==> src/hdl/tlpd_pkg.sv <==
// Package with the shared types and constants of the touch long-press detector.
`default_nettype none

package tlpd_pkg;

   // Phase codes of the press state machine.
   localparam logic [2:0] PH_RESET      = 3'd0;
   localparam logic [2:0] PH_RELEASE    = 3'd1;
   localparam logic [2:0] PH_FIRST      = 3'd2;
   localparam logic [2:0] PH_PRESSING   = 3'd3;
   localparam logic [2:0] PH_FIRST_LONG = 3'd4;
   localparam logic [2:0] PH_LONG       = 3'd5;

   // LED colors.
   localparam logic [1:0] COL_OFF   = 2'd0;
   localparam logic [1:0] COL_WHITE = 2'd1;
   localparam logic [1:0] COL_RED   = 2'd2;
   localparam logic [1:0] COL_GREEN = 2'd3;

   // Audio commands.
   localparam logic [2:0] AUD_NONE    = 3'd0;
   localparam logic [2:0] AUD_STOP    = 3'd1;
   localparam logic [2:0] AUD_RUNNING = 3'd2;
   localparam logic [2:0] AUD_CORRECT = 3'd3;
   localparam logic [2:0] AUD_WRONG   = 3'd4;

   // Request kinds.
   localparam logic REQ_POLL = 1'b0;
   localparam logic REQ_LOAD = 1'b1;

   // Configuration register indexes.
   localparam logic CSR_GLITCH = 1'b0;
   localparam logic CSR_HOLD   = 1'b1;

   localparam logic [15:0] GLITCH_RESET = 16'd500;
   localparam logic [15:0] HOLD_RESET   = 16'd4000;

   // Blink ramp: delay = BLINK_MAX - ceil(e*e / BLINK_DIV), e clamped to BLINK_RAMP.
   localparam logic [31:0] BLINK_RAMP = 32'd3000;
   localparam logic [31:0] BLINK_MAX  = 32'd200;
   localparam logic [23:0] BLINK_DIV  = 24'd60000;

   typedef struct packed {
      logic       req_type;
      logic       touch_level;
      logic [31:0] now_ms;
      logic       must_value;
   } req_word_type;

   typedef struct packed {
      logic       hold_confirmed;
      logic       led_update;
      logic [1:0] led_color;
      logic [2:0] audio_cmd;
   } rsp_word_type;

   typedef struct packed {
      logic [2:0]  phase;
      logic [31:0] press_start_ms;
      logic [31:0] last_touch_ms;
      logic [31:0] blink_mark_ms;
      logic        blink_on;
      logic        must_press;
   } state_type;

endpackage

`default_nettype wire

==> src/hdl/tlpd_req_if.sv <==
// Request channel interface of the touch long-press detector.
`default_nettype none

interface tlpd_req_if;
   logic        valid;
   logic        ready;
   logic        req_type;
   logic        touch_level;
   logic [31:0] now_ms;
   logic        must_value;

   modport source (output valid, output req_type, output touch_level, output now_ms,
                   output must_value, input ready);
   modport sink (input valid, input req_type, input touch_level, input now_ms,
                 input must_value, output ready);
endinterface

`default_nettype wire

==> src/hdl/tlpd_rsp_if.sv <==
// Response channel interface of the touch long-press detector.
`default_nettype none

interface tlpd_rsp_if;
   logic       valid;
   logic       ready;
   logic       hold_confirmed;
   logic       led_update;
   logic [1:0] led_color;
   logic [2:0] audio_cmd;

   modport source (output valid, output hold_confirmed, output led_update, output led_color,
                   output audio_cmd, input ready);
   modport sink (input valid, input hold_confirmed, input led_update, input led_color,
                 input audio_cmd, output ready);
endinterface

`default_nettype wire

==> src/hdl/tlpd_step.sv <==
// Next-state and response logic of the touch long-press detector for one word.
`default_nettype none

module tlpd_step
   import tlpd_pkg::*;
(
   input  wire state_type    state,
   input  wire req_word_type req,
   input  wire logic [15:0]  glitch_limit,
   input  wire logic [15:0]  hold_limit,
   output state_type         state_next,
   output rsp_word_type      rsp
);

   logic        touch;
   logic [31:0] last_eff;
   logic [31:0] gap;
   logic [31:0] held;
   logic [31:0] since_blink;
   logic        gap_over;
   logic        hold_over;
   logic [11:0] ramp;
   logic [23:0] ramp_sq;
   logic [7:0]  slack;
   logic [23:0] slack_scaled;
   logic        blink_due;

   assign touch    = (req.req_type == REQ_POLL) && req.touch_level;
   assign last_eff = touch ? req.now_ms : state.last_touch_ms;

   assign gap       = req.now_ms - last_eff;
   assign held      = req.now_ms - state.press_start_ms;
   assign gap_over  = gap > {16'd0, glitch_limit};
   assign hold_over = held > {16'd0, hold_limit};

   // The LED toggles when since_blink > BLINK_MAX - ceil(sq / BLINK_DIV). Below the
   // maximum this is the same as sq > BLINK_DIV * (BLINK_MAX - since_blink), so no
   // division is needed.
   assign ramp         = (held > BLINK_RAMP) ? BLINK_RAMP[11:0] : held[11:0];
   assign ramp_sq      = {12'd0, ramp} * {12'd0, ramp};
   assign since_blink  = req.now_ms - state.blink_mark_ms;
   assign slack        = BLINK_MAX[7:0] - since_blink[7:0];
   assign slack_scaled = {16'd0, slack} * BLINK_DIV;
   assign blink_due    = (since_blink > BLINK_MAX) || (ramp_sq > slack_scaled);

   always_comb begin
      state_next = state;
      rsp        = '0;
      if (req.req_type == REQ_LOAD) begin
         state_next.must_press = req.must_value;
      end else begin
         state_next.last_touch_ms = last_eff;
         unique case (state.phase)
            PH_RELEASE: begin
               if (touch) begin
                  state_next.phase = PH_FIRST;
               end
               rsp.led_update = 1'b1;
               rsp.led_color  = state.must_press ? COL_WHITE : COL_OFF;
            end
            PH_FIRST: begin
               state_next.phase          = PH_PRESSING;
               state_next.press_start_ms = req.now_ms;
               rsp.led_update = 1'b1;
               rsp.led_color  = state.must_press ? COL_GREEN : COL_RED;
               rsp.audio_cmd  = AUD_RUNNING;
            end
            PH_PRESSING: begin
               // A confirmed hold takes priority over a gap in the same poll.
               if (hold_over) begin
                  state_next.phase = PH_FIRST_LONG;
               end else if (gap_over) begin
                  state_next.phase = PH_RESET;
               end
               if (blink_due) begin
                  state_next.blink_mark_ms = req.now_ms;
                  state_next.blink_on      = !state.blink_on;
                  rsp.led_update = 1'b1;
                  if (state.must_press) begin
                     rsp.led_color = !state.blink_on ? COL_WHITE : COL_GREEN;
                  end else begin
                     rsp.led_color = !state.blink_on ? COL_OFF : COL_RED;
                  end
               end
            end
            PH_FIRST_LONG: begin
               state_next.phase = PH_LONG;
               rsp.led_update = 1'b1;
               rsp.led_color  = state.must_press ? COL_GREEN : COL_RED;
               rsp.audio_cmd  = state.must_press ? AUD_CORRECT : AUD_WRONG;
            end
            PH_LONG: begin
               if (gap_over) begin
                  state_next.phase = PH_RESET;
               end
               state_next.must_press = 1'b0;
               rsp.hold_confirmed    = 1'b1;
            end
            default: begin
               // The reset phase and unused codes stop the audio and go to release.
               state_next.phase = PH_RELEASE;
               rsp.audio_cmd    = AUD_STOP;
            end
         endcase
      end
   end

endmodule

`default_nettype wire

==> src/hdl/touch_long_press_detector.sv <==
// Top level of the touch long-press detector.
//
//   Channel   Dir   Word contents
//   req_ch    in    req_type, touch_level, now_ms, must_value
//   rsp_ch    out   hold_confirmed, led_update, led_color, audio_cmd
//   csr_*     in    write enable, register index, 16-bit write data
//
// Every request word gives exactly one response word. A word is taken into an input
// register, goes through the next-state logic into the response register and leaves
// from there; one word is accepted every cycle while rsp_ch does not stall.
// A stall on rsp_ch holds the response register and then the input register; req_ch
// keeps accepting as long as either register can move.
// Reset is synchronous and active high; it restores the register defaults (500 ms gap
// limit, 4000 ms hold limit), the release phase and clears all timestamps and flags.
`default_nettype none

module touch_long_press_detector
   import tlpd_pkg::*;
(
   input  wire logic        clock,
   input  wire logic        reset,
   tlpd_req_if.sink         req_ch,
   tlpd_rsp_if.source       rsp_ch,
   input  wire logic        csr_write_en,
   input  wire logic        csr_index,
   input  wire logic [15:0] csr_write_data
);

   logic         in_valid_ff;
   req_word_type in_word_ff;
   logic         out_valid_ff;
   rsp_word_type out_word_ff;
   state_type    state_ff;
   logic [15:0]  glitch_limit_ff;
   logic [15:0]  hold_limit_ff;

   state_type    state_in;
   rsp_word_type rsp_in;
   logic         advance;
   logic         accept;

   // The input word moves on when the response register is empty or being drained.
   assign advance = in_valid_ff && (!out_valid_ff || rsp_ch.ready);
   assign accept  = req_ch.valid && req_ch.ready;

   assign req_ch.ready = !in_valid_ff || advance;

   tlpd_step u_step (
      .state        (state_ff),
      .req          (in_word_ff),
      .glitch_limit (glitch_limit_ff),
      .hold_limit   (hold_limit_ff),
      .state_next   (state_in),
      .rsp          (rsp_in)
   );

   always_ff @(posedge clock) begin
      if (reset) begin
         in_valid_ff  <= 1'b0;
         out_valid_ff <= 1'b0;
      end else begin
         if (accept) begin
            in_valid_ff <= 1'b1;
         end else if (advance) begin
            in_valid_ff <= 1'b0;
         end
         if (advance) begin
            out_valid_ff <= 1'b1;
         end else if (rsp_ch.ready) begin
            out_valid_ff <= 1'b0;
         end
      end
   end

   always_ff @(posedge clock) begin
      if (accept) begin
         in_word_ff.req_type    <= req_ch.req_type;
         in_word_ff.touch_level <= req_ch.touch_level;
         in_word_ff.now_ms      <= req_ch.now_ms;
         in_word_ff.must_value  <= req_ch.must_value;
      end
      if (advance) begin
         out_word_ff <= rsp_in;
      end
   end

   // Detector state advances once per word.
   always_ff @(posedge clock) begin
      if (reset) begin
         state_ff.phase          <= PH_RELEASE;
         state_ff.press_start_ms <= '0;
         state_ff.last_touch_ms  <= '0;
         state_ff.blink_mark_ms  <= '0;
         state_ff.blink_on       <= 1'b0;
         state_ff.must_press     <= 1'b0;
      end else if (advance) begin
         state_ff <= state_in;
      end
   end

   // Configuration registers.
   always_ff @(posedge clock) begin
      if (reset) begin
         glitch_limit_ff <= GLITCH_RESET;
         hold_limit_ff   <= HOLD_RESET;
      end else if (csr_write_en) begin
         unique case (csr_index)
            CSR_GLITCH: glitch_limit_ff <= csr_write_data;
            CSR_HOLD:   hold_limit_ff   <= csr_write_data;
            default:    ;
         endcase
      end
   end

   assign rsp_ch.valid          = out_valid_ff;
   assign rsp_ch.hold_confirmed = out_word_ff.hold_confirmed;
   assign rsp_ch.led_update     = out_word_ff.led_update;
   assign rsp_ch.led_color      = out_word_ff.led_color;
   assign rsp_ch.audio_cmd      = out_word_ff.audio_cmd;

endmodule

`default_nettype wire

==> src/flat_wrapper.sv <==
// flat-port wrapper written by rule: the top's interface ports become plain ports
module touch_long_press_detector_flat import tlpd_pkg::*;
  (clock, reset, csr_write_en, csr_index, csr_write_data, req_ch_valid, req_ch_req_type, req_ch_touch_level, req_ch_now_ms, req_ch_must_value, req_ch_ready, rsp_ch_valid, rsp_ch_hold_confirmed, rsp_ch_led_update, rsp_ch_led_color, rsp_ch_audio_cmd, rsp_ch_ready);
  tlpd_req_if req_ch_i ();
  tlpd_rsp_if rsp_ch_i ();
  input  wire logic clock;
  input  wire logic reset;
  input  wire logic csr_write_en;
  input  wire logic csr_index;
  input  wire logic [15:0] csr_write_data;
  input wire logic [$bits(req_ch_i.valid)-1:0] req_ch_valid;
  input wire logic [$bits(req_ch_i.req_type)-1:0] req_ch_req_type;
  input wire logic [$bits(req_ch_i.touch_level)-1:0] req_ch_touch_level;
  input wire logic [$bits(req_ch_i.now_ms)-1:0] req_ch_now_ms;
  input wire logic [$bits(req_ch_i.must_value)-1:0] req_ch_must_value;
  output wire logic [$bits(req_ch_i.ready)-1:0] req_ch_ready;
  output wire logic [$bits(rsp_ch_i.valid)-1:0] rsp_ch_valid;
  output wire logic [$bits(rsp_ch_i.hold_confirmed)-1:0] rsp_ch_hold_confirmed;
  output wire logic [$bits(rsp_ch_i.led_update)-1:0] rsp_ch_led_update;
  output wire logic [$bits(rsp_ch_i.led_color)-1:0] rsp_ch_led_color;
  output wire logic [$bits(rsp_ch_i.audio_cmd)-1:0] rsp_ch_audio_cmd;
  input wire logic [$bits(rsp_ch_i.ready)-1:0] rsp_ch_ready;
  assign req_ch_i.valid = req_ch_valid;
  assign req_ch_i.req_type = req_ch_req_type;
  assign req_ch_i.touch_level = req_ch_touch_level;
  assign req_ch_i.now_ms = req_ch_now_ms;
  assign req_ch_i.must_value = req_ch_must_value;
  assign req_ch_ready = req_ch_i.ready;
  assign rsp_ch_valid = rsp_ch_i.valid;
  assign rsp_ch_hold_confirmed = rsp_ch_i.hold_confirmed;
  assign rsp_ch_led_update = rsp_ch_i.led_update;
  assign rsp_ch_led_color = rsp_ch_i.led_color;
  assign rsp_ch_audio_cmd = rsp_ch_i.audio_cmd;
  assign rsp_ch_i.ready = rsp_ch_ready;
  touch_long_press_detector u_core (.clock(clock), .reset(reset), .req_ch(req_ch_i), .rsp_ch(rsp_ch_i), .csr_write_en(csr_write_en), .csr_index(csr_index), .csr_write_data(csr_write_data));
endmodule
==> config.mk <==
export PLATFORM = sky130hd
export DESIGN_NAME = touch_long_press_detector_flat
export DESIGN_NICKNAME = d
export VERILOG_FILES = /design/src/hdl/tlpd_pkg.sv /design/src/hdl/tlpd_req_if.sv /design/src/hdl/tlpd_rsp_if.sv /design/src/hdl/tlpd_step.sv /design/src/hdl/touch_long_press_detector.sv /design/src/flat_wrapper.sv
export SDC_FILE = /design/constraint.sdc
export NUM_CORES = 1
export LEC_CHECK = 0
export BUFFER_PORTS_ARGS = -buffer_cell sky130_fd_sc_hd__buf_2
export CORE_ASPECT_RATIO = 0.7
export CORE_UTILIZATION = 45
export DETAILED_ROUTE_END_ITERATION = 10
export GPL_ROUTABILITY_DRIVEN = 0
export GPL_TIMING_DRIVEN = 0
export PLACE_DENSITY = 0.67
export SYNTH_ARGS = -nofsm -noshare
export SYNTH_HDL_FRONTEND = slang
export SYNTH_HIERARCHICAL = 1
export SYNTH_SLANG_ARGS = --single-unit
==> constraint.sdc <==
create_clock -name clock -period 21.8 [get_ports clock]
set_clock_uncertainty 0.15 [all_clocks]
set_input_delay 4.36 -clock clock [delete_from_list [all_inputs] [get_ports clock]]
set_output_delay 4.36 -clock clock [all_outputs]
set_load 0.02 [all_outputs]
==> results of run 1 <==
## placed cells by master (no fill, tap or decap), drive strengths merged, types with 12 or more instances in the layout
cell     instances
inv            332
nand2          261
ha             250
nand2b         232
a21oi          166
nor2           144
o21ai          141
clkbuf         137
mux2i          135
dfxtp          135
fa             105
buf             97
xnor2           66
nand3           63
nor3            56
a31oi           48
nor4            48
edfxtp          42
a21o            41
o21a            34
nand4           29
and3            27
xor2            26
nor2b           25
or3             23
o211ai          20
nand3b          19
and2            18
a211oi          18
nor3b           17
mux2            13
or2             12
o21bai          12
o31ai           12
a2111oi         12
## flip-flops by register name, summed over array words and instances (netlist names)
signal	flops
u_core/state_ff	101
u_core/rsp_ch.audio_cmd	3
u_core/hold_limit_ff	16
u_core/glitch_limit_ff	16
u_core/rsp_ch.hold_confirmed	1
u_core/rsp_ch.led_update	1
u_core/in_valid_ff	1
u_core/rsp_ch.valid	1
u_core/in_word_ff	35
u_core/rsp_ch.led_color	2
## cell families after synthesis
family	synth area share, %
and+or+nand+nor	23.30
AOI/OAI and AO/OA	16.83
buffers and inverters	8.629
adders and majority gates	23.25
DFF	17.62
muxes	6.659
xor gates and xnor gates	3.700
## metrics by stage
stage	area (µm²)	worst slack, ns	hold slack, ns
5_1_grt	24310	7.180	0.3240
3_5_place_dp	23680	8.073	0.2970
2_1_floorplan	22490	10.61	0.2863
3_3_place_gp	23640	8.141	0.2962
6_report	24310	7.848	0.3053
4_1_cts	24310	8.025	0.3075
## worst max path at each step
stage                                              start                                    to  slack [ns]
after floorplan           u_core/in_word_ff[1]$_DFFE_PP_       u_core/state_ff[1]$_SDFFE_PP0P_       10.61
after global placement    u_core/in_word_ff[1]$_DFFE_PP_  u_core/rsp_ch.led_color[1]$_DFFE_PP_        8.14
after detailed placement  u_core/in_word_ff[1]$_DFFE_PP_  u_core/rsp_ch.led_color[1]$_DFFE_PP_        8.07
after CTS                 u_core/in_word_ff[1]$_DFFE_PP_  u_core/rsp_ch.led_color[1]$_DFFE_PP_        8.02
after global routing      u_core/in_word_ff[1]$_DFFE_PP_  u_core/rsp_ch.led_color[1]$_DFFE_PP_        7.18
final                     u_core/in_word_ff[1]$_DFFE_PP_  u_core/rsp_ch.led_color[1]$_DFFE_PP_        7.85
## layer usage
metal / up-vias / track usage (%) / share of wire [%]
met5: - / 0 / 0
met4: 0 / 6.769 / 2.1
met3: 105 / 3.665 / 7.6
met2: 895 / 37.33 / 42
met1: 9890 / 37.34 / 48
li1: 10011 / - / -
## report_power, final
| group | internal, µW | leakage [µW] | switching, µW |
|---|---|---|---|
| logic | 408 | 0.00825 | 573 |
| registers | 346 | 0.00150 | 15.9 |
| clock network | 195 | 0.000310 | 141 |
## cell type report
| type | count | area [µm²] | share of cell area, % |
|---|---|---|---|
| clock inverter | 10 | 145.1 | 0.5970 |
| tap | 665 | 832.0 | 3.422 |
| buffer | 147 | 705.7 | 2.903 |
| timing repair buffer | 65 | 347.8 | 1.431 |
| multi-input combinational | 2189 | 16600 | 68.27 |
| sequential | 177 | 3964 | 16.30 |
| clock buffer | 22 | 485.5 | 1.997 |
| inverter | 329 | 1235 | 5.079 |
## worst max-delay path: cells and delay by family, from the launching register on
kind | cells | cell delay (ns)
AO/OA/AOI/OAI | 17 | 4.47
XOR/XNOR | 1 | 0.16
adder cells (fa/ha/maj) | 10 | 4.26
buffers and inverters | 8 | 1.71
flip-flops | 1 | 0.45
AND/OR/NAND/NOR | 12 | 2.47
==> qor.yml, run 1 <==
status: "finished clean"
hold_violations: 0
grt_overflow_total: 0
min_period_over_period_pct: 64.00
worst_pin_slew_ns: 1.390
die_w_um: 269.2
critPathSlowestCell: "or4b_1"
rrSetupSlack_ns: 7.85
post_cts_resized: 0
fill_cells: 4809
cp.required_ns: 21.84
cts-buffers-inserted: 17
slowest_delay_ns: 0.59
route.detailed.drc: 0
cts_tree: "built"
rsz0062_at_grt: "false"
ctsHtreeMaxLevel: 4
worst_setup_path_start_kind: "flop"
drive_above_1_share_pct: 5.818
yosysTopAreaCell: "ha_1"
synth_flop_cell: "dfxtp_1"
routedWlPerCell_um: 17.89
period_needed_ns: 13.95
cts_max_path_buffers: 2
drtIter0Drc: 2004
path_max_fanout: 10
worstReg2RegEnd: "u_core/rsp_ch.led_color[1]$_DFFE_PP_"
r2r_start: "u_core/in_word_ff[1]$_DFFE_PP_"
dpl.cell_count: 3572
irDropWorstVdd_mv: 0.08469
relSlewSlack_pct: 6.482
ys.warnings.count: 6
io_pins: 66
async_flop_share_pct: 0
rr_worst_depth: 48
cp_common_cell: "fa_1"
cts.sinks: 177
cts_setup_buffers: 0
yosysSeqAreaShare_pct: 17.62
postRouteAntennaNets: 0
antenna_found_initial: 0
vias_per_cell: 5.799
synth_area_per_cell_um2: 7.914
endpoint_kind: "flop"
synth_cell_types: 91
hp-class: "reg2reg"
grt_pass1_wl_mm: 104.0
max_freq_mhz: 71.67
cp.arrival_ns: 13.99
worstHoldStart: "u_core/hold_limit_ff[14]$_SDFFE_PP0P_"
setup_viol_count_final: 0
hold_buffers: 0
numPortBuffers: 64
grt_max_degree: 19
p_leak_uw: 0.01006
netlist.area_leader.share_pct: 13.91
synth-seq-cells: 177
synth_edf_count: 42
worstSetupPathType: "reg2reg"
stdcell_count: 3604
clk_pin_slew_ns: 0.07
routed_wl_mm: 64.49
first_pass_iters: 5
coreArea_mm2: 0.04935
synth.cell_area_mm2: 0.02249
finalPower_uw: 1680
yosysMostFrequentCell: "inv_1"
clk_latency_ns: 0.46
rows: 68
cap_violations: 0
areaGrowthSynthToFinish_pct: 8.100
layout.nets: 3338
hold_depth: 2
yosys-top-cells-area: "ha_1, dfxtp_1, fa_1"
synth_nets: 3254
tns_ns: 0
synth.top_cells.by_count: "inv_1, nand2_1, ha_1, nand2b_1, a21oi_1"
num_vias: 20901
syn_inst: 2842
track_usage_pct: 25.07
hpwl_mm: 52.11
design.die.area_mm2: 0.05089
n_antenna_cell: 0
root_buffer: "clkbuf_16"
final_util_pct: 49.27
grt_pass1_vias: 19802
initial_core_util_pct: 45.58
maxSlewViolCount: 0
power.density_mw_per_mm2: 69.10
hold_end: "u_core/hold_limit_ff[14]$_SDFFE_PP0P_"
die_h_um: 189.0
Power figures use the tool's default switching activity.
==> inputs of run 2 (changes only) <==
--- a/config.mk
+++ b/config.mk
@@ -11,7 +11,7 @@
 export DETAILED_ROUTE_END_ITERATION = 10
 export GPL_ROUTABILITY_DRIVEN = 0
 export GPL_TIMING_DRIVEN = 0
-export PLACE_DENSITY = 0.67
+export PLACE_DENSITY = 0.69
 export SYNTH_ARGS = -nofsm -noshare
 export SYNTH_HDL_FRONTEND = slang
 export SYNTH_HIERARCHICAL = 1
==> constraint.sdc (replaced) <==
create_clock -name clock -period 11.86 [get_ports clock]
set_clock_uncertainty 0.15 [all_clocks]
set_input_delay 2.372 -clock clock [delete_from_list [all_inputs] [get_ports clock]]
set_output_delay 2.372 -clock clock [all_outputs]
set_load 0.02 [all_outputs]
==> run 2 against run 1 <==
Compared with the run above:
- the run now ends with max-capacitance violations left
- cell area grew 3.5%
- wire length increased by 0.60%
- die area unchanged
- sequential power is 83% higher
- total power grew 86%
- largest cell class unchanged
- largest power group unchanged
- highest routed layer unchanged
==> qor.yml, run 2 (synthesis results as in run 1) <==
mostFrequentLayoutCells: "inv_1, nand2_1, ha_1"
layout.nets: 3367  # +0.87%
worstReg2RegEnd: "u_core/rsp_ch.led_color[1]$_DFFE_PP_"
finalPower_uw: 3121  # +86%
largest_register_ffs: 101  # unchanged
cp.required_ns: 11.90  # -9.94 ns
ctsHtreeMaxLevel: 4  # unchanged
n_antenna_cell: 0  # unchanged
io_pins: 66  # unchanged
hpwl_mm: 51.56  # -1.0%
grt_overflow_total: 0  # unchanged
violations: "max-capacitance violations"
rr_worst_depth: 46  # -4.2%
endpoint_kind: "flop"
die_w_um: 269.2  # unchanged
num_vias: 21129  # +1.1%
slowest_delay_ns: 0.61  # +0.02 ns
vias_per_cell: 5.816  # +0.28%
top_register: "u_core/state_ff"
clk_latency_ns: 0.45  # about the same
path_max_fanout: 10  # unchanged
worst_setup_path_start_kind: "flop"
dpl.cell_count: 3572  # unchanged
track_usage_pct: 24.89  # -0.17 points
root_buffer: "clkbuf_16"
fill_cells: 4661  # -3.1%
drtIter0Drc: 2226  # +11%
die_h_um: 189.0  # unchanged
maxSlewViolCount: 0  # unchanged
antenna_found_initial: 0  # unchanged
hp-class: "reg2reg"
stdcell_count: 3633  # +0.80%
first_pass_iters: 6  # +1
p_leak_uw: 0.01034  # +2.7%
rows: 68  # unchanged
pre_cts_ws_ns: -1.695  # -9.768 ns
final_util_pct: 50.97  # +1.7 points
grt_pass1_vias: 20065  # +1.3%
coreArea_mm2: 0.04935  # unchanged
cap_violations: 1  # +1
clk_pin_slew_ns: 0.07  # about the same
min_period_over_period_pct: 97.55  # +34 points
hold_buffers: 0  # unchanged
setup_viol_count_final: 0  # unchanged
areaGrowthSynthToFinish_pct: 11.84
layout_commonest_cell: "inv_1"
status: "finished with violations"
initial_core_util_pct: 45.58  # unchanged
max_freq_mhz: 86.43  # +21%
irDropWorstVdd_mv: 0.1721  # +100%
power.density_mw_per_mm2: 124.1  # +80%
grt_max_degree: 19  # unchanged
crit_end: "u_core/rsp_ch.led_color[1]$_DFFE_PP_"
route.detailed.drc: 0  # unchanged
numPortBuffers: 64  # unchanged
worst_pin_slew_ns: 1.464  # +0.07451 ns
design.die.area_mm2: 0.05089  # unchanged
cts_max_path_buffers: 2  # unchanged
hold_violations: 0  # unchanged
cts_tree: "built"
cp_common_cell: "fa_1"
drive_above_1_share_pct: 9.265  # +3.4 points
fin_ws_ns: 0.2900  # -7.558 ns
routed_wl_mm: 64.87  # +0.60%
grt_pass1_wl_mm: 103.7  # -0.29%
cp.arrival_ns: 11.61  # -2.38 ns
top_regs: "u_core/state_ff x101, u_core/in_word_ff x35"
routedWlPerCell_um: 17.86  # -0.21%
postRouteAntennaNets: 0  # unchanged
relSlewSlack_pct: 1.618  # -4.9 points
period_needed_ns: 11.57  # -2.382 ns
rrSetupSlack_ns: 0.29  # -7.56 ns
rsz0062_at_grt: "true"
cts-buffers-inserted: 17  # unchanged
worstSetupPathType: "reg2reg"
cp-startpoint: "u_core/in_word_ff[8]$_DFFE_PP_"
cts.sinks: 177  # unchanged
critPathSlowestCell: "edfxtp_1"
r2r_start: "u_core/in_word_ff[8]$_DFFE_PP_"
[run 2: cell count changes in the layout (fill, tap and decap cells not counted), sizes merged]
cell and delta:
buf +37, clkbuf -9, clkinvlp +3, bufinv -1, inv -1
[run 2: critical path: cells and delay by family, from the launching register on]
family          cells  cell delay, ns
fa+ha+maj           9            3.47
compound gates     16            3.38
simple gates       12            2.41
buf+inv             7            0.74
flops               1            0.61
xor+xnor            2            0.50
[run 2: through the flow]
step | hold slack, ns | TNS (ns) | area [µm²]
global route | 0.3341 | -0.4075 | 25150
finish | 0.3104 | 0 | 25150
CTS | 0.3110 | 0 | 24740
detailed placement | 0.3015 | -57.80 | 23680
floorplan | 0.2863 | 0 | 22490
global placement | 0.2952 | -52.00 | 23640
[run 2: how the worst min path moves through the flow]
stage                                                   end  cells after the start  slack, ns                                    start
global placement    u_core/glitch_limit_ff[10]$_SDFFE_PP0P_                      2       0.30  u_core/glitch_limit_ff[10]$_SDFFE_PP0P_
detailed placement     u_core/hold_limit_ff[3]$_SDFFE_PP0P_                      2       0.30     u_core/hold_limit_ff[3]$_SDFFE_PP0P_
finish                 u_core/hold_limit_ff[3]$_SDFFE_PP0P_                      2       0.31     u_core/hold_limit_ff[3]$_SDFFE_PP0P_
global route        u_core/glitch_limit_ff[13]$_SDFFE_PP0P_                      2       0.33  u_core/glitch_limit_ff[13]$_SDFFE_PP0P_
floorplan           u_core/glitch_limit_ff[10]$_SDFFE_PP0P_                      2       0.29  u_core/glitch_limit_ff[10]$_SDFFE_PP0P_
CTS                    u_core/hold_limit_ff[3]$_SDFFE_PP0P_                      2       0.31     u_core/hold_limit_ff[3]$_SDFFE_PP0P_
[run 2: routing by layer]
metal	global-route usage (%)	vias to the layer above	share of wire, %
met5	0	-	0
met4	5.560	0	1.7
met3	3.919	98	8.0
met2	38.54	922	43
met1	36.16	10042	47
li1	-	10067	-
[run 2: final cells by class]
| cell class | instances | area, µm² | share of cell area (%) |
|---|---|---|---|
| clock buffers | 21 | 461.7 | 1.836 |
| repair buffers | 97 | 591.8 | 2.353 |
| multi-input cells | 2189 | 17140 | 68.14 |
| flip-flops and latches | 177 | 3964 | 15.76 |
| clock inverters | 11 | 127.6 | 0.5074 |
| well taps | 665 | 832.0 | 3.308 |
| plain buffers | 144 | 797.0 | 3.169 |
| inverters | 329 | 1239 | 4.925 |
[run 2: power breakdown]
group          total [µW]  switching [µW]  leakage, µW  internal [µW]
combinational        1870            1090      0.00856            781
clock                 586             261     0.000281            325
sequential            662            25.7      0.00150            636
[run 2: repair_timing]
action                                  4_1_cts  5_1_grt
resized for setup                            76       59
endpoints found under the setup margin       36       36
pin swaps                                    22       33
buffers inserted                             13       19
gates cloned                                  0        0
